==> src/hdl/cld_pkg.sv <==
// Shared types and constants for the console line discipline.
// Depends on nothing; imported by the top level and its checker.
package cld_pkg;

  localparam logic [7:0] CH_LF = 8'h0A;
  localparam logic [7:0] CH_CR = 8'h0D;

  localparam int unsigned LEN_W   = 6;
  localparam int unsigned TDATA_W = 16;

  typedef enum logic [1:0] {
    FUNC_RX       = 2'd0,
    FUNC_WRITE    = 2'd1,
    FUNC_TX_READY = 2'd2
  } func_e;

  typedef enum logic [1:0] {
    KIND_TX        = 2'd0,
    KIND_LINE_BYTE = 2'd1,
    KIND_LINE_DONE = 2'd2
  } kind_e;

  typedef enum logic [2:0] {
    ST_IDLE,
    ST_PUSH,
    ST_TX_RD,
    ST_TX_OUT,
    ST_LINE,
    ST_LINE_RD,
    ST_LINE_OUT,
    ST_DONE_OUT
  } state_e;

endpackage

==> src/hdl/console_line_discipline.sv <==
// Console line discipline: echo, line assembly and transmit queue.
// Depends on cld_pkg.
//
// One item is handled at a time. An ignored item, a received byte while disabled
// or a transmitter-ready item that idles the transmitter is done on transfer. A
// transmitter-ready item that pops a byte reads the transmit queue, then sends the
// byte. A write byte is pushed into the queue; when it starts transmission, the
// head byte is then read and sent. A received byte is pushed the same way as its
// echo, may start the echo, and then goes to the line stage, which stores it in
// the line memory while there is room or, for a line end, reads and sends each
// stored line byte in turn, the memory being read one entry per pass with a
// registered read, followed by the line-complete result. Both stores are
// synchronous single-port memories; stalls on the result side hold the block in
// its output states.
module console_line_discipline #(
  parameter int unsigned TX_DEPTH   = 32,
  parameter int unsigned LINE_DEPTH = 32
) (
  input  logic                         clk_i,
  input  logic                         rst_ni,
  input  logic                         cfg_valid_i,
  output logic                         cfg_ready_o,
  input  logic                         cfg_data_i,     // console_enabled
  input  logic                         s_axis_tvalid_i,
  output logic                         s_axis_tready_o,
  input  logic [7:0]                   s_axis_tdata_i, // [7:0] data_byte
  input  logic [1:0]                   s_axis_tuser_i, // [1:0] func
  input  logic                         s_axis_tlast_i, // write_last
  output logic                         m_axis_tvalid_o,
  input  logic                         m_axis_tready_i,
  output logic [cld_pkg::TDATA_W-1:0]  m_axis_tdata_o, // [7:0] out_byte, [13:8] line_length
  output logic [1:0]                   m_axis_tuser_o, // [1:0] kind
  output logic                         m_axis_tlast_o  // last
);
  import cld_pkg::*;

  localparam int unsigned TX_AW = $clog2(TX_DEPTH);
  localparam int unsigned TX_CW = $clog2(TX_DEPTH + 1);
  localparam int unsigned TX_SW = TX_CW + 1;
  localparam int unsigned LN_AW = $clog2(LINE_DEPTH);
  localparam int unsigned LN_CW = $clog2(LINE_DEPTH + 1);

  state_e            state_q, state_d;
  logic              en_q;
  logic              active_q;
  logic [TX_AW-1:0]  head_q;
  logic [TX_CW-1:0]  tx_cnt_q;
  logic [LN_CW-1:0]  ln_cnt_q;
  logic [LN_CW-1:0]  idx_q;
  logic [LN_CW-1:0]  idx_nxt;
  logic [1:0]        func_q;
  logic [7:0]        byte_q;
  logic              wlast_q;

  logic [7:0]        tx_mem [TX_DEPTH];
  logic [7:0]        ln_mem [LINE_DEPTH];
  logic [7:0]        tx_rd_q;
  logic [7:0]        ln_rd_q;

  logic              out_valid_q;
  logic [TDATA_W-1:0] out_data_q;
  logic [1:0]        out_kind_q;
  logic              out_last_q;

  logic              accept;
  logic [7:0]        in_byte;
  logic              slot_free;
  logic              tx_full;
  logic              push_en;
  logic [7:0]        push_byte;
  logic              pop_en;
  logic              set_active;
  logic              clr_active;
  logic              start_tx;
  logic              line_wr;
  logic              line_rd;
  logic              line_clr;
  logic              idx_clr;
  logic              idx_inc;
  logic              emit;
  kind_e             emit_kind;
  logic [7:0]        emit_byte;
  logic [LEN_W-1:0]  emit_len;
  logic              emit_last;
  logic [TX_SW-1:0]  tail_sum;
  logic [TX_AW-1:0]  tail;

  assign cfg_ready_o     = 1'b1;
  assign s_axis_tready_o = (state_q == ST_IDLE);
  assign accept          = s_axis_tvalid_i && s_axis_tready_o;
  assign in_byte = (s_axis_tuser_i == FUNC_RX && s_axis_tdata_i == CH_CR) ? CH_LF
                                                                           : s_axis_tdata_i;
  assign slot_free = !out_valid_q || m_axis_tready_i;
  assign tx_full   = (tx_cnt_q == TX_CW'(TX_DEPTH));
  assign idx_nxt   = idx_q + LN_CW'(1);
  assign start_tx  = (func_q == FUNC_RX || wlast_q) && !active_q
                     && (!tx_full || tx_cnt_q != '0);

  assign tail_sum = TX_SW'(head_q) + TX_SW'(tx_cnt_q);
  assign tail     = (tail_sum >= TX_SW'(TX_DEPTH)) ? TX_AW'(tail_sum - TX_SW'(TX_DEPTH))
                                                   : TX_AW'(tail_sum);

  always_comb begin
    state_d = state_q;
    unique case (state_q)
      ST_IDLE: begin
        if (accept) begin
          priority if ((s_axis_tuser_i == FUNC_RX && en_q) || s_axis_tuser_i == FUNC_WRITE) begin
            state_d = ST_PUSH;
          end else if (s_axis_tuser_i == FUNC_TX_READY && en_q && tx_cnt_q != '0) begin
            state_d = ST_TX_RD;
          end else begin
            state_d = ST_IDLE;
          end
        end
      end
      ST_PUSH: begin
        priority if (start_tx)         state_d = ST_TX_RD;
        else if (func_q == FUNC_RX)    state_d = ST_LINE;
        else                           state_d = ST_IDLE;
      end
      ST_TX_RD:  state_d = ST_TX_OUT;
      ST_TX_OUT: begin
        if (slot_free) state_d = (func_q == FUNC_RX) ? ST_LINE : ST_IDLE;
      end
      ST_LINE: begin
        priority if (byte_q != CH_LF) state_d = ST_IDLE;
        else if (ln_cnt_q == '0)      state_d = ST_DONE_OUT;
        else                          state_d = ST_LINE_RD;
      end
      ST_LINE_RD:  state_d = ST_LINE_OUT;
      ST_LINE_OUT: begin
        if (slot_free) state_d = (idx_nxt == ln_cnt_q) ? ST_DONE_OUT : ST_LINE_RD;
      end
      ST_DONE_OUT: begin
        if (slot_free) state_d = ST_IDLE;
      end
      default: state_d = ST_IDLE;
    endcase
  end

  always_comb begin
    push_en    = 1'b0;
    push_byte  = byte_q;
    pop_en     = 1'b0;
    set_active = 1'b0;
    clr_active = 1'b0;
    line_wr    = 1'b0;
    line_rd    = 1'b0;
    line_clr   = 1'b0;
    idx_clr    = 1'b0;
    idx_inc    = 1'b0;
    emit       = 1'b0;
    emit_kind  = KIND_TX;
    emit_byte  = tx_rd_q;
    emit_len   = '0;
    emit_last  = 1'b1;
    unique case (state_q)
      ST_IDLE: begin
        if (accept) begin
          if (((s_axis_tuser_i == FUNC_RX && en_q) || s_axis_tuser_i == FUNC_WRITE)
              && in_byte == CH_LF) begin
            push_en   = !tx_full;
            push_byte = CH_CR;
          end
          if (s_axis_tuser_i == FUNC_TX_READY && !(en_q && tx_cnt_q != '0)) begin
            clr_active = 1'b1;
          end
        end
      end
      ST_PUSH: begin
        push_en    = !tx_full;
        set_active = start_tx;
      end
      ST_TX_RD: pop_en = 1'b1;
      ST_TX_OUT: begin
        emit      = slot_free;
        emit_last = !(func_q == FUNC_RX && byte_q == CH_LF);
      end
      ST_LINE: begin
        line_wr = (byte_q != CH_LF) && (ln_cnt_q != LN_CW'(LINE_DEPTH));
        idx_clr = 1'b1;
      end
      ST_LINE_RD: line_rd = 1'b1;
      ST_LINE_OUT: begin
        emit      = slot_free;
        idx_inc   = slot_free;
        emit_kind = KIND_LINE_BYTE;
        emit_byte = ln_rd_q;
        emit_last = 1'b0;
      end
      ST_DONE_OUT: begin
        emit      = slot_free;
        line_clr  = slot_free;
        emit_kind = KIND_LINE_DONE;
        emit_byte = '0;
        emit_len  = LEN_W'(ln_cnt_q);
      end
      default: ;
    endcase
  end

  always_ff @(posedge clk_i or negedge rst_ni) begin
    if (!rst_ni) begin
      state_q     <= ST_IDLE;
      en_q        <= 1'b0;
      active_q    <= 1'b0;
      head_q      <= '0;
      tx_cnt_q    <= '0;
      ln_cnt_q    <= '0;
      idx_q       <= '0;
      out_valid_q <= 1'b0;
    end else begin
      state_q <= state_d;
      if (cfg_valid_i && cfg_ready_o) en_q <= cfg_data_i;
      if (set_active) active_q <= 1'b1;
      else if (clr_active) active_q <= 1'b0;
      if (push_en) tx_cnt_q <= tx_cnt_q + TX_CW'(1);
      if (pop_en) begin
        tx_cnt_q <= tx_cnt_q - TX_CW'(1);
        head_q   <= (head_q == TX_AW'(TX_DEPTH - 1)) ? '0 : head_q + TX_AW'(1);
      end
      if (line_wr) ln_cnt_q <= ln_cnt_q + LN_CW'(1);
      else if (line_clr) ln_cnt_q <= '0;
      if (idx_clr) idx_q <= '0;
      else if (idx_inc) idx_q <= idx_nxt;
      if (emit) out_valid_q <= 1'b1;
      else if (m_axis_tready_i) out_valid_q <= 1'b0;
    end
  end

  always_ff @(posedge clk_i) begin
    if (accept) begin
      func_q  <= s_axis_tuser_i;
      byte_q  <= in_byte;
      wlast_q <= s_axis_tlast_i;
    end
    if (emit) begin
      out_data_q <= {(TDATA_W - LEN_W - 8)'(0), emit_len, emit_byte};
      out_kind_q <= emit_kind;
      out_last_q <= emit_last;
    end
  end

  always_ff @(posedge clk_i) begin
    if (push_en) tx_mem[tail] <= push_byte;
    if (pop_en) tx_rd_q <= tx_mem[head_q];
  end

  always_ff @(posedge clk_i) begin
    if (line_wr) ln_mem[ln_cnt_q[LN_AW-1:0]] <= byte_q;
    if (line_rd) ln_rd_q <= ln_mem[idx_q[LN_AW-1:0]];
  end

  assign m_axis_tvalid_o = out_valid_q;
  assign m_axis_tdata_o  = out_data_q;
  assign m_axis_tuser_o  = out_kind_q;
  assign m_axis_tlast_o  = out_last_q;

endmodule

==> config.mk <==
export PLATFORM = sky130hd
export DESIGN_NAME = console_line_discipline
export DESIGN_NICKNAME = d
export VERILOG_FILES = /design/src/hdl/cld_pkg.sv /design/src/hdl/console_line_discipline.sv
export SDC_FILE = /design/constraint.sdc
export NUM_CORES = 1
export LEC_CHECK = 0
export BUFFER_PORTS_ARGS = -buffer_cell sky130_fd_sc_hd__buf_2
export CORE_UTILIZATION = 43
export CTS_CLUSTER_DIAMETER = 30
export DETAILED_ROUTE_END_ITERATION = 10
export SLEW_MARGIN = 5
export SYNTH_ARGS = -nofsm -noshare
export SYNTH_HDL_FRONTEND = slang
export SYNTH_SLANG_ARGS = --single-unit
==> constraint.sdc <==
create_clock -name clk_i -period 4.4 [get_ports clk_i]
set_clock_uncertainty 0.15 [all_clocks]
set_input_delay 0.44 -clock clk_i [delete_from_list [all_inputs] [get_ports clk_i]]
set_output_delay 0.44 -clock clk_i [all_outputs]
set_load 0.005 [all_outputs]
# == After elaboration in Yosys (flattened, before gate mapping) ==
# Memories as Yosys holds them, arrays and structs flattened. A register that Yosys moved wholly into a read port is not among the register bits.
# Cells that the tools add are included.
# op_classes
eq_ne,21
magnitude_cmp,1
mux,49
n_reduce_logical,33
n_addsub,7
# op_table
op,count
$mux 6,6
$mux 8,4
$eq 8x4->1 const B,3
$pmux 3 s8,1
$mux 1,21
$mux 3,7
$add 6x1->6 const B,3
$pmux 8 s2,1
$eq 3x3->1 const B,4
$logic_and 1x1->1,12
$mux 5,2
$reduce_bool 2->1,5
$mux 2,4
$ne 8x4->1 const B,1
$add 5x6->7,1
$ge 7x6->1 const B,1
$eq 3x2->1 const B,2
$eq 6x6->1,1
$eq 6x6->1 const B,1
$logic_not 6->1,1
$ne 2x2->1 const B,3
$ne 6x6->1 const B,1
$reduce_bool 6->1,1
$sub 6x1->6 const B,1
15 further kinds,24
# totals
out_inout_bits,22
word_cells,128
n_memories,2
input_bits,17
ramBits,512
ff_bits,57
# mem_list
name,depth,word_bits,read_ports,rd_clocked_by_memory_dff,write_ports,line,text
ln_mem,32,8,1,1,1,console_line_discipline.sv:56,logic [7:0] ln_mem [LINE_DEPTH];
tx_mem,32,8,1,1,1,console_line_discipline.sv:55,logic [7:0] tx_mem [TX_DEPTH];

# == Longest topological paths before layout ==
# Gate-level depths: netlist (run 1).
# logic_depth
ltp_word,10
mapped_depth,10
ltp_nobuf,9

# == Worst setup path after synthesis (run 1) ==
# OpenSTA, ideal clock, no wires.
# synth_timing
path_kind,register -> register
startpoint,reg state_q[0]
endpoint,mem tx_mem[13][0] (enable)
t_arrival_ns,2.976
synth_period_minus_slack_ns,3.521
path_buffers,1
required_time_ns,3.855
setup_ns,0.395
slack_ns,0.879
path_stages_with_launch,7
cell_sequence,dfrtp_1 -> nor4b_2 -> nand4_1 -> o21ai_1 -> nand2_1 -> clkbuf_1 -> nor4_1
# synth_between
elab_chain_len,6
elab_cells_between_ends,7
cone_classes,1 x eq/ne; 4 x mux; 2 x reduce/logical
# synth_lines
element,line,text
start: declaration,console_line_discipline.sv:43,"state_e state_q, state_d;"
start signal: assignment,console_line_discipline.sv:214,state_q <= state_d;
$logic_not 3->1,console_line_discipline.sv:89,assign s_axis_tready_o = (state_q == ST_IDLE);
$logic_and 1x1->1,console_line_discipline.sv:90,assign accept = s_axis_tvalid_i && s_axis_tready_o;
named net accept,console_line_discipline.sv:65,logic accept;
$mux 1,console_line_discipline.sv:160,if (accept) begin
$pmux 1 s2,console_line_discipline.sv:158,unique case (state_q)
$mux 1,console_line_discipline.sv:246,if (push_en) tx_mem[tail] <= push_byte;
$mux 1 (implied by the code),console_line_discipline.sv:246,
end: declaration,console_line_discipline.sv:55,
# The timed path passes the listed nets, and every way through them passes these cells.

# == Worst setup path after layout (run 1) ==
# layout_timing
startpoint,reg head_q[1]
endpoint,mem tx_mem[11][5] (enable)
# layout_between
elab_chain_len,3
elab_cells_between_ends,4
cone_classes,2 x add/sub; 1 x order compare; 1 x mux
# layout_lines
element,line,text
start: declaration,console_line_discipline.sv:46,logic [TX_AW-1:0] head_q;
start signal: assignment,console_line_discipline.sv:221,head_q <= (head_q == TX_AW'(TX_DEPTH - 1)) ? '0 : head_q + TX_AW'(1);
$add 5x6->7 (*),console_line_discipline.sv:99,assign tail_sum = TX_SW'(head_q) + TX_SW'(tx_cnt_q);
$ge 7x6->1 or $sub 5x1->5 (tied branches),console_line_discipline.sv:100,assign tail = (tail_sum >= TX_SW'(TX_DEPTH)) ? TX_AW'(tail_sum - TX_SW'(TX_DEPTH))
$mux 5 (*),console_line_discipline.sv:100,
# Every way passes the cells marked *; elsewhere a longest branch is shown, timed or not.

==> results of run 1 <==
synthesized netlist by cell type, types with 2 or more instances:
library cell,n,area share
buf_6,4,0.0019
buf_2,6,0.0013
nor2b_1,11,0.0029
nand2_1,37,0.0059
a31oi_1,6,0.0016
mux2_2,18,0.0086
a21oi_1,11,0.0023
nor4_1,34,0.0090
xnor2_1,14,0.0052
mux2_1,3,0.0014
buf_1,13,0.0021
o21ai_0,5,0.0011
nor3_1,4,0.00085
a211oi_1,2,0.00064
edfxtp_1,556,0.71
o31ai_1,5,0.0016
or2_1,5,0.0013
nand4_1,3,0.00080
o21ai_1,12,0.0026
inv_1,7,0.0011
a22o_1,8,0.0030
nor2_1,48,0.0077
or3_1,3,0.00080
nand2b_1,5,0.0013
and3_1,5,0.0013
conb_1,2,0.00032
dfrtp_1,29,0.031
or3b_2,2,0.00075
o21bai_1,2,0.00064
nor3b_1,3,0.00096
ha_1,15,0.0080
mux4_2,160,0.15
buf_4,7,0.0022
a21o_1,6,0.0019
nand3_1,14,0.0030
clkbuf_1,36,0.0057
fa_1,2,0.0017
o211ai_1,2,0.00064
nand3b_1,3,0.00096
and2_1,10,0.0027
xor2_1,6,0.0022
or4_1,2,0.00064
logic make-up after synthesis:
kind of cell             after synthesis  share of synthesized area
flip-flops                           585                     0.7409
other                                  2                  0.0003194
AO/OA/AOI/OAI                         65                    0.01852
AND/OR/NAND/NOR                      196                    0.04390
buffers and inverters                 74                    0.01453
XOR/XNOR                              21                   0.008407
adder cells (fa/ha/maj)               17                   0.009685
multiplexers                         182                     0.1637
layer usage:
metal | GRT usage | part of all wire | vias up | wire length, um
li1 | - | - | 5120 | -
met1 | 0.2712 | 0.43 | 6089 | 22710
met2 | 0.3088 | 0.49 | 400 | 25660
met3 | 0.03745 | 0.057 | 87 | 3027
met4 | 0.07645 | 0.025 | 0 | 1299
met5 | 0 | 0 | - | 0
flip-flops by register name, summed over array words and instances (netlist names):
register / cells
active_q: 1
byte_q: 8
en_q: 1
func_q: 2
head_q: 5
idx_q: 6
ln_cnt_q: 6
ln_mem: 256
ln_rd_q: 8
m_axis_tdata_o: 14
m_axis_tlast_o: 1
m_axis_tuser_o: 2
m_axis_tvalid_o: 1
state_q: 3
tx_cnt_q: 6
tx_mem: 256
tx_rd_q: 8
wlast_q: 1
report_power, final:
| part | switching [mW] | total [mW] | leakage (nW) | internal (mW) |
|---|---|---|---|---|
| Sequential | 0.354 | 7.22 | 5.37 | 6.86 |
| Clock | 2.90 | 8.20 | 1.75 | 5.30 |
| Combinational | 2.88 | 4.96 | 2.33 | 2.08 |
| Total | 6.14 | 20.4 | 9.45 | 14.2 |
layout make-up:
| class | instances | share of cell area |
|---|---|---|
| clock inverters | 82 | 0.03089 |
| inverters | 8 | 0.001047 |
| well taps | 696 | 0.03037 |
| flip-flops and latches | 585 | 0.6079 |
| clock buffers | 120 | 0.09804 |
| multi-input cells | 484 | 0.2017 |
| repair buffers | 120 | 0.03011 |
critical path, cell delays in order (launching register included):
cell and delay, ps:
dfrtp_2 390, buf_4 510, ha_1 340, a21o_1 180
a21oi_1 240, xnor2_1 190, nand2_1 240, nor4_1 570
buf_4 270
final timing paths:
path                       slack, ps            start       endpoint
min                               70  s_axis_tvalid_i     state_q[1]
max                             1020        head_q[1]  tx_mem[11][5]
min in group asynchronous        250           rst_ni    ln_cnt_q[4]
max reg2reg                     1020        head_q[1]  tx_mem[11][5]
min reg2reg                      360      tx_cnt_q[5]    tx_cnt_q[5]
max in group asynchronous       3310           rst_ni       idx_q[0]
through the flow:
stage | instance area, um2 | hold slack [ps] | cells | setup WS, ps
after floorplan | 23520 | -5.591 | 1143 | 879.2
after global placement | 24830 | 335.7 | 1878 | 1100
after detailed placement | 24830 | 347.3 | 1878 | 1030
after CTS | 28680 | 39.45 | 2095 | 1025
after global routing | 28680 | 91.77 | 2095 | 793.2
final | 28680 | 69.49 | 2095 | 1023
==> metrics.yaml, run 1 <==
run_status:
  status: "finished, final reports clean"
worst_hold_path:
  hold_depth: 3
  hold_path_class: "primary input to flop"
power_and_ir_drop:
  ir_drop_v: 0.0003581
  pwr_density_cell_nw_per_um2: 710.8
  p_leak_nw: 9.445
  power_mw: 20.38
global_routing:
  grt_start_max_net_pins: 42
  grt_use_total: 0.1960
  gr-total-overflow: 0
  grt_pass1_vias: 12220
  antenna_found_initial: 0
  grt_pass1_wl_um: 79970
die:
  core_area_um2: 53920
  die_y_um: 235.8
  dieArea_um2: 55620
  num_io_pins: 39
  initial_core_util: 0.4361
  dieWidth_um: 235.8
  placementRows: 85
flow_run:
  max-cap-violations: 0
drt:
  drtPass1Iterations: 5
  drtAntennaViolNets: 0
  wirelength_um: 52700
  drc: 0
  viasPerCell: 5.583
  wire_per_inst_um: 25.15
  drtIter0Drc: 885
  dr_total_vias: 11700
clock_tree:
  numCtsBuffers: 111
  clock-sinks: 585
  h-tree-depth: 3
  cts_setup_buffers: 0
  clock_path_buffers: 3
  path_clk_slew_ps: 50
  clockRootBuffer: "clkbuf_16"
  cts_hold_buf: 15
  cts-resized-gates: 0
  clk_latency_ps: 640
  cts_tree: "done"
timing:
  slew_headroom: 0.3632
  finalCritPeriodShare: 0.7675
  grt_setup_unrepaired: "false"
  min_period_ps: 3377
  max_freq_mhz: 296.1
  hold_violations: 0
  tightest_slew_ps: 955.2
  tns_ps: 0
  slew_violations: 0
  setup_viol: 0
placement:
  routabilityCongestion: 0.7898
  hpwl_um: 31850
  port_buffers: 35
worst_setup_path:
  path_class: "flop to flop"
  cp-end-kind: "flop"
  rr_worst_depth: 8
  required_ps: 4600
  cp.arrival_ps: 3570
  worstPathMaxFanout: 41
  cp-start-kind: "flop"
cells_and_area:
  fin_util: 0.5318
  syn2layout_area_growth_pct: 21.96
  design.final.nets: 1344
  multiInputGateArea_um2: 5783
  regArea_um2: 17430
  antenna_cells: 0
  final_common_cell: "edfxtp_1"
  drive_gt1_frac: 0.3452
  num-fill-cells: 4148
  final_cell_mix: "edfxtp_1 (556), mux4_2 (160), clkbuf_16 (111)"
synth:
  ys_seq_elements: 585
  async_reset_ff_frac: 0.04957
  ys_seq_area_frac: 0.7409
  netlist_area_um2: 23510
  netlist_instances: 1142
  synth-edff-count: 556
  synth.distinct_cells: 58
  syn_area_per_cell_um2: 20.59
  yosys_most_used_dff: "edfxtp_1"
  yosys_warnings: 0
(Power assumes the default switching activity.)
==> inputs of run 2 (changes only) <==
clock period = 3.3 ns   (was 4.4 ns; I/O delays follow)
==> run 2 against run 1 <==
Against the previous run:
- non-clock buffer count grew 56
- routed wire length grew 5.4%
- clock power grew 43%
- setup slack lost 910 ps
- largest power group unchanged
- total power grew 40%
==> metrics.yaml, run 2 (synthesized netlist as in run 1, its figures left out) <==
drt:
  dr.max_layer_used: "met5"
  m1WireLength_um: 24110  # +6.2%
  dr_total_vias: 12180  # +4.1%
  drtPass1Iterations: 5  # unchanged
  drtAntennaViolNets: 0  # unchanged
  wl_met3_um: 3509  # +16%
  wirelength_um: 55540  # +5.4%
  wire_per_inst_um: 25.69  # +2.1%
  drc: 0  # unchanged
  met2WireLength_um: 26610  # +3.7%
  viasPerCell: 5.632  # +0.88%
  drtIter0Drc: 1108  # +25%
power_and_ir_drop:
  pwr-share-comb: 0.258  # +0.015
  p_seq_frac: 0.333  # -0.021
  pwr_density_cell_nw_per_um2: 969.9  # +36%
  p_leak_nw: 9.904  # +4.9%
  power_mw: 28.57  # +40%
  p_switching_mw: 8.757  # +43%
  swShare: 0.3065  # +0.005274
  internal-power_mw: 19.82  # +39%
  pwr-share-clk: 0.408  # +0.005
  ir_drop_v: 0.0007532  # +110%
timing:
  slew_violations: 0  # unchanged
  setup_viol: 0  # unchanged
  grt_setup_unrepaired: "true"
  hold_violations: 0  # unchanged
  slew_headroom: 0.3745  # +0.01130
  max_freq_mhz: 313.3  # +5.8%
  min_period_ps: 3192  # -185.6 ps
  finalCritPeriodShare: 0.9671  # +0.1996
  tightest_slew_ps: 938.3  # -16.95 ps
worst_setup_path:
  required_ps: 3500  # -1100 ps
  rrSetupSlack_ps: 110  # -910 ps
  cp.arrival_ps: 3390  # -180 ps
  rr_worst_depth: 8  # unchanged
  cp-end-kind: "flop"
  reg2reg_from: "head_q[0]"
  cp-start-kind: "flop"
  timing.rr.end: "tx_mem[5][2]"
  path_class: "flop to flop"
  startpoint: "head_q[0]"
  critPathCapture: "tx_mem[5][2]"
  worstPathMaxFanout: 8  # -80%
global_routing:
  grt_pass1_wl_um: 83460  # +4.4%
  grt_use_total: 0.2065  # +0.01055
  grt_start_max_net_pins: 68  # +62%
  grt_pass1_vias: 12550  # +2.7%
  gr-total-overflow: 0  # unchanged
  antenna_found_initial: 1  # +1
clock_tree:
  clockRootBuffer: "clkbuf_16"
  clock-sinks: 585  # unchanged
  cts_tree: "done"
  clk_latency_ps: 660  # +20 ps
  clock_path_buffers: 3  # unchanged
  numCtsBuffers: 113  # +1.8%
  cts_setup_buffers: 0  # unchanged
  h-tree-depth: 3  # unchanged
  path_clk_slew_ps: 50  # about the same
die:
  placementRows: 85  # unchanged
  num_io_pins: 39  # unchanged
  dieArea_um2: 55620  # unchanged
  core_area_um2: 53920  # unchanged
  die_y_um: 235.8  # unchanged
  initial_core_util: 0.4361  # unchanged
  dieWidth_um: 235.8  # unchanged
cells_and_area:
  antenna_cells: 0  # unchanged
  fin_util: 0.5464  # +0.01453
  design.final.nets: 1402  # +4.3%
  final_common_cell: "edfxtp_1"
  final_cell_mix: "edfxtp_1 (556), mux4_2 (160), buf_4 (115)"
  drive_gt1_frac: 0.3711  # +0.02583
  syn2layout_area_growth_pct: 25.29
run_status:
  status: "finished, final reports clean"
placement:
  routabilityCongestion: 0.7806  # -1.2%
  hpwl_um: 33490  # +5.1%
  port_buffers: 35  # unchanged
worst_hold_path:
  hold_path_class: "primary input to asynchronous set/reset pin"
flow_run:
  max-cap-violations: 0  # unchanged
[run 2: cell types whose count changed in the layout (fill, tap and decap cells not counted), moves of 3 or more]
cell and change:
buf_4 +46, clkinvlp_4 -9, inv_6 +9, buf_12 +6, bufinv_16 +4, clkbuf_1 +4, clkinv_4 -4, dlygate4sd3_1 +4
inv_8 +4, clkbuf_16 +3, clkinv_2 -3
[run 2: layer usage]
metal,global-route usage,vias up
met5,0,-
met4,0.06892,2
met3,0.04950,90
met2,0.3196,494
met1,0.2889,6344
li1,-,5246
[run 2: final cells by class]
cell class                 instances  area (um2)
fill                            4028       24460
sequential                       585       17430
multi-input combinational        484        5782
clock buffer                     127        2902
timing repair buffer             176        1369
clock inverter                    86        1075
tap                              696       870.8
inverter                           8       30.03
[run 2: repair_timing]
action,in CTS,in global routing
resized for setup,0,1
hold endpoints to repair,45,0
hold buffers,19,0
endpoints found under the setup margin,0,40
[run 2: power by group through the flow]
stage / Clock [mW] / Combinational (mW) / Sequential, mW
after global routing: 12.2 / 7.83 / 9.58
after detailed placement: 0 / 7.34 / 9.66
after floorplan: 0 / 4.52 / 9.58
after global placement: 0 / 7.28 / 9.65
final: 11.7 / 7.38 / 9.53
after CTS: 11.8 / 7.40 / 9.53
[run 2: worst min path at each step]
| stage | start | to | depth (start not counted) |
|---|---|---|---|
| 4_1_cts | rst_ni | state_q[2] | 2 |
| 2_1_floorplan | rst_ni | active_q | 0 |
| 5_1_grt | rst_ni | state_q[2] | 2 |
| 3_5_place_dp | rst_ni | idx_q[2] | 1 |
| 6_report | rst_ni | state_q[1] | 2 |
| 3_3_place_gp | rst_ni | idx_q[2] | 1 |
[run 2: per-stage QoR]
| stage | hold slack [ps] | std cells | worst slack, ps | setup TNS (ps) | area (um2) |
|---|---|---|---|---|---|
| 6_report | 135.8 | 2162 | 108.5 | 0 | 29460 |
| 5_1_grt | 159.9 | 2162 | -37.43 | -945.2 | 29460 |
| 4_1_cts | 123.1 | 2162 | 157.7 | 0 | 29460 |
| 3_5_place_dp | 291.5 | 1930 | 179.8 | 0 | 25290 |
| 3_3_place_gp | 279.1 | 1930 | 203.3 | 0 | 25290 |
| 2_1_floorplan | -115.6 | 1143 | -220.8 | -50490 | 23520 |
[run 2: worst max-delay path: stages, from the launching register on]
cell and delay (ps):
dfrtp_4 480, ha_1 230, fa_1 430, a21o_1 200
a21oi_1 270, xnor2_1 210, nand2_1 320, nor4_1 370
buf_4 220
==> inputs of run 3 (changes only) <==
ABC_AREA = 1   (was default)
BUFFER_PORTS_ARGS = -buffer_cell sky130_fd_sc_hd__buf_4   (was -buffer_cell sky130_fd_sc_hd__buf_2)
==> run 3 against run 2 <==
Against the previous run:
- cell count rose by 38%
- setup slack improved by 130 ps
- global-route usage rose by 1.7 points
- critical path depth rose by 3
- hold slack got worse by 130 ps
- synthesized area rose by 2.3%
- clock power fell by 9%
- non-clock buffer count fell by 21
- sequential power barely moved
==> metrics.yaml, run 3 <==
timing:
  tns_ps: 0  # unchanged
  slew_headroom: 0.2403  # -0.1342
  hold_violations: 0  # unchanged
  slew_violations: 0  # unchanged
  min_period_ps: 3062  # -130.0 ps
  tightest_slew_ps: 1135  # +197.1 ps
  grt_setup_unrepaired: "false"
  finalCritPeriodShare: 0.9277  # -0.03940
  setup_viol: 0  # unchanged
  max_freq_mhz: 326.6  # +4.2%
  hold_slack_ps: 6.879  # -128.9 ps
synth:
  syn_area_per_cell_um2: 12.11  # -41%
  synth_xor_area_frac: 0.005098  # -0.003310
  synth-simple-area-share: 0.1254  # +0.08146
  ys_seq_elements: 585  # unchanged
  synth.distinct_cells: 39  # -33%
  synthAdderAreaFrac: 0.009467  # -0.0002176
  yosysMostFrequentCell: "edfxtp_1"
  synth_commonest_cells: "edfxtp_1 (556), nor2_1 (375), nand2_1 (273)"
  synthMuxAreaShare: 0.01378  # -0.1499
  synth_top_family_by_area: "simple AND/OR/NAND/NOR gates"
  ys_seq_area_frac: 0.7243  # -0.01665
  yosys_warnings: 0  # unchanged
  synth-edff-count: 556  # unchanged
  netlist_area_um2: 24050  # +2.3%
  netlist_top_cells_area: "edfxtp_1 (69%), nor2_1 (5.9%), o21ai_0 (5.2%)"
  yosys_most_used_dff: "edfxtp_1"
  synth-compound-area-share: 0.09176  # +0.07324
  synth_top_cell_area_share: 0.6941  # -0.01596
  async_reset_ff_frac: 0.04957  # unchanged
  yosys.area.top_type: "edfxtp_1"
  netlist_instances: 1987  # +74%
global_routing:
  grt_pass1_vias: 16180  # +29%
  grt_start_max_net_pins: 85  # +25%
  antenna_found_initial: 0  # -1
  grt_pass1_wl_um: 94440  # +13%
  gr-total-overflow: 0  # unchanged
  grt_use_total: 0.2231  # +0.01654
clock_tree:
  clk_latency_ps: 640  # -20 ps
  cts_setup_buffers: 0  # unchanged
  clock-sinks: 585  # unchanged
  path_clk_slew_ps: 50  # about the same
  clockRootBuffer: "clkbuf_16"
  cts_tree: "done"
  cts-resized-gates: 0  # unchanged
  numCtsBuffers: 108  # -4.4%
  h-tree-depth: 3  # unchanged
  cts_hold_buf: 16  # -3
  clock_path_buffers: 3  # unchanged
drt:
  dr_total_vias: 16160  # +33%
  drc: 0  # unchanged
  viasPerCell: 5.401  # -4.1%
  wirelength_um: 62110  # +12%
  wire_per_inst_um: 20.76  # -19%
  drtIter0Drc: 1491  # +35%
  drtPass1Iterations: 5  # unchanged
  drtAntennaViolNets: 0  # unchanged
die:
  dieArea_um2: 56890  # +2.3%
  initial_core_util: 0.4358  # about the same
  num_io_pins: 39  # unchanged
  die_y_um: 238.5  # +1.1%
  placementRows: 86  # +1.2%
  core_area_um2: 55200  # +2.4%
  dieWidth_um: 238.5  # +1.1%
flow_run:
  max-cap-violations: 0  # unchanged
cells_and_area:
  num-fill-cells: 4611  # +14%
  multiInputGateArea_um2: 5931  # +2.6%
  drive_gt1_frac: 0.1551  # -0.2160
  antenna_cells: 0  # unchanged
  design.final.nets: 2184  # +56%
  final_area_um2: 29440  # about the same
  syn2layout_area_growth_pct: 22.40
  regArea_um2: 17430  # about the same
  final_cell_mix: "edfxtp_1 (556), nor2_1 (369), nand2_1 (273)"
  final_common_cell: "edfxtp_1"
power_and_ir_drop:
  p_leak_nw: 10.65  # +7.5%
  pwr_density_cell_nw_per_um2: 923.5  # -4.8%
  ir_drop_v: 0.0005467  # -27%
placement:
  routabilityCongestion: 0.8553  # +9.6%
  hpwl_um: 37680  # +13%
  port_buffers: 35  # unchanged
  placed_area_um2: 25670  # +1.5%
worst_setup_path:
  cp.arrival_ps: 3180  # -210 ps
  cp-start-kind: "flop"
  slowest_stage: "nor2_1"
  worstPathMaxFanout: 8  # unchanged
  rrSetupSlack_ps: 240  # +130 ps
  worst_path_most_repeated_cell: "nand2_1"
  cp-end-kind: "flop"
  path_cells: "ha_1 > fa_1 > nand3_1 > nand2_1 > nand2_1 > nand2_1 > inv_1 > nand2_1 > nor2_1 > nand3_1 > nor2_1"
  required_ps: 3420  # -80 ps
  cpPeakStageDelay_ps: 630  # +150 ps
  path_class: "flop to flop"
  rr_worst_depth: 11  # +3
worst_hold_path:
  hold_path_class: "primary input to asynchronous set/reset pin"
run_status:
  status: "finished, final reports clean"
[run 3: worst max-delay path: cells and delay by family (launching register included)]
kind                       cells  cell delay, ps
DFF                            1             470
adders and majority gates      2             650
buffers and inverters          1              80
and+or+nand+nor                8            1340
[run 3: cell families after synthesis]
logic type | Yosys count
AO/OA/AOI/OAI | 404
XOR/XNOR | 14
adder cells (fa/ha/maj) | 17
buffers and inverters | 180
flip-flops | 585
multiplexers | 33
other | 2
AND/OR/NAND/NOR | 752
[run 3: worst paths after layout]
| kind | startpoint | endpoint |
|---|---|---|
| worst min register to register | active_q | active_q |
| min in group clk_i | s_axis_tlast_i | wlast_q |
| max in group asynchronous | rst_ni | idx_q[0] |
| worst min-delay path | rst_ni | tx_cnt_q[5] |
| worst max register to register | head_q[0] | tx_mem[17][3] |
| worst max-delay path | head_q[0] | tx_mem[17][3] |
[run 3: report_power, final]
part / internal [mW] / switching (mW)
registers: 9.18 / 0.368
logic: 1.94 / 4.99
clock network: 6.95 / 3.76
total: 18.1 / 9.12
[run 3: per-stage QoR]
stage	worst slack, ps	util	cells	power [mW]
after floorplan	625.3	-	1988	13.81
after global placement	305.6	0.4650	2772	16.48
after detailed placement	272.4	0.4650	2772	16.53
after CTS	248.3	0.5334	2992	27.30
after global routing	82.60	0.5334	2992	28.37
final	238.5	0.5334	2992	27.19
[run 3: layer usage]
layer | vias up | wire [um] | track usage
met5 | - | 0 | 0
met4 | 0 | 2512 | 0.1074
met3 | 165 | 3492 | 0.03730
met2 | 626 | 30880 | 0.3728
met1 | 7899 | 25230 | 0.2829
li1 | 7470 | - | -
[run 3: cell type report]
cell class                 count  share of cell area
tap                          748             0.03179
multi-input combinational   1223              0.2014
clock inverter                78             0.02550
timing repair buffer         155             0.04216
inverter                      77            0.009817
sequential                   585              0.5920
clock buffer                 126             0.09728
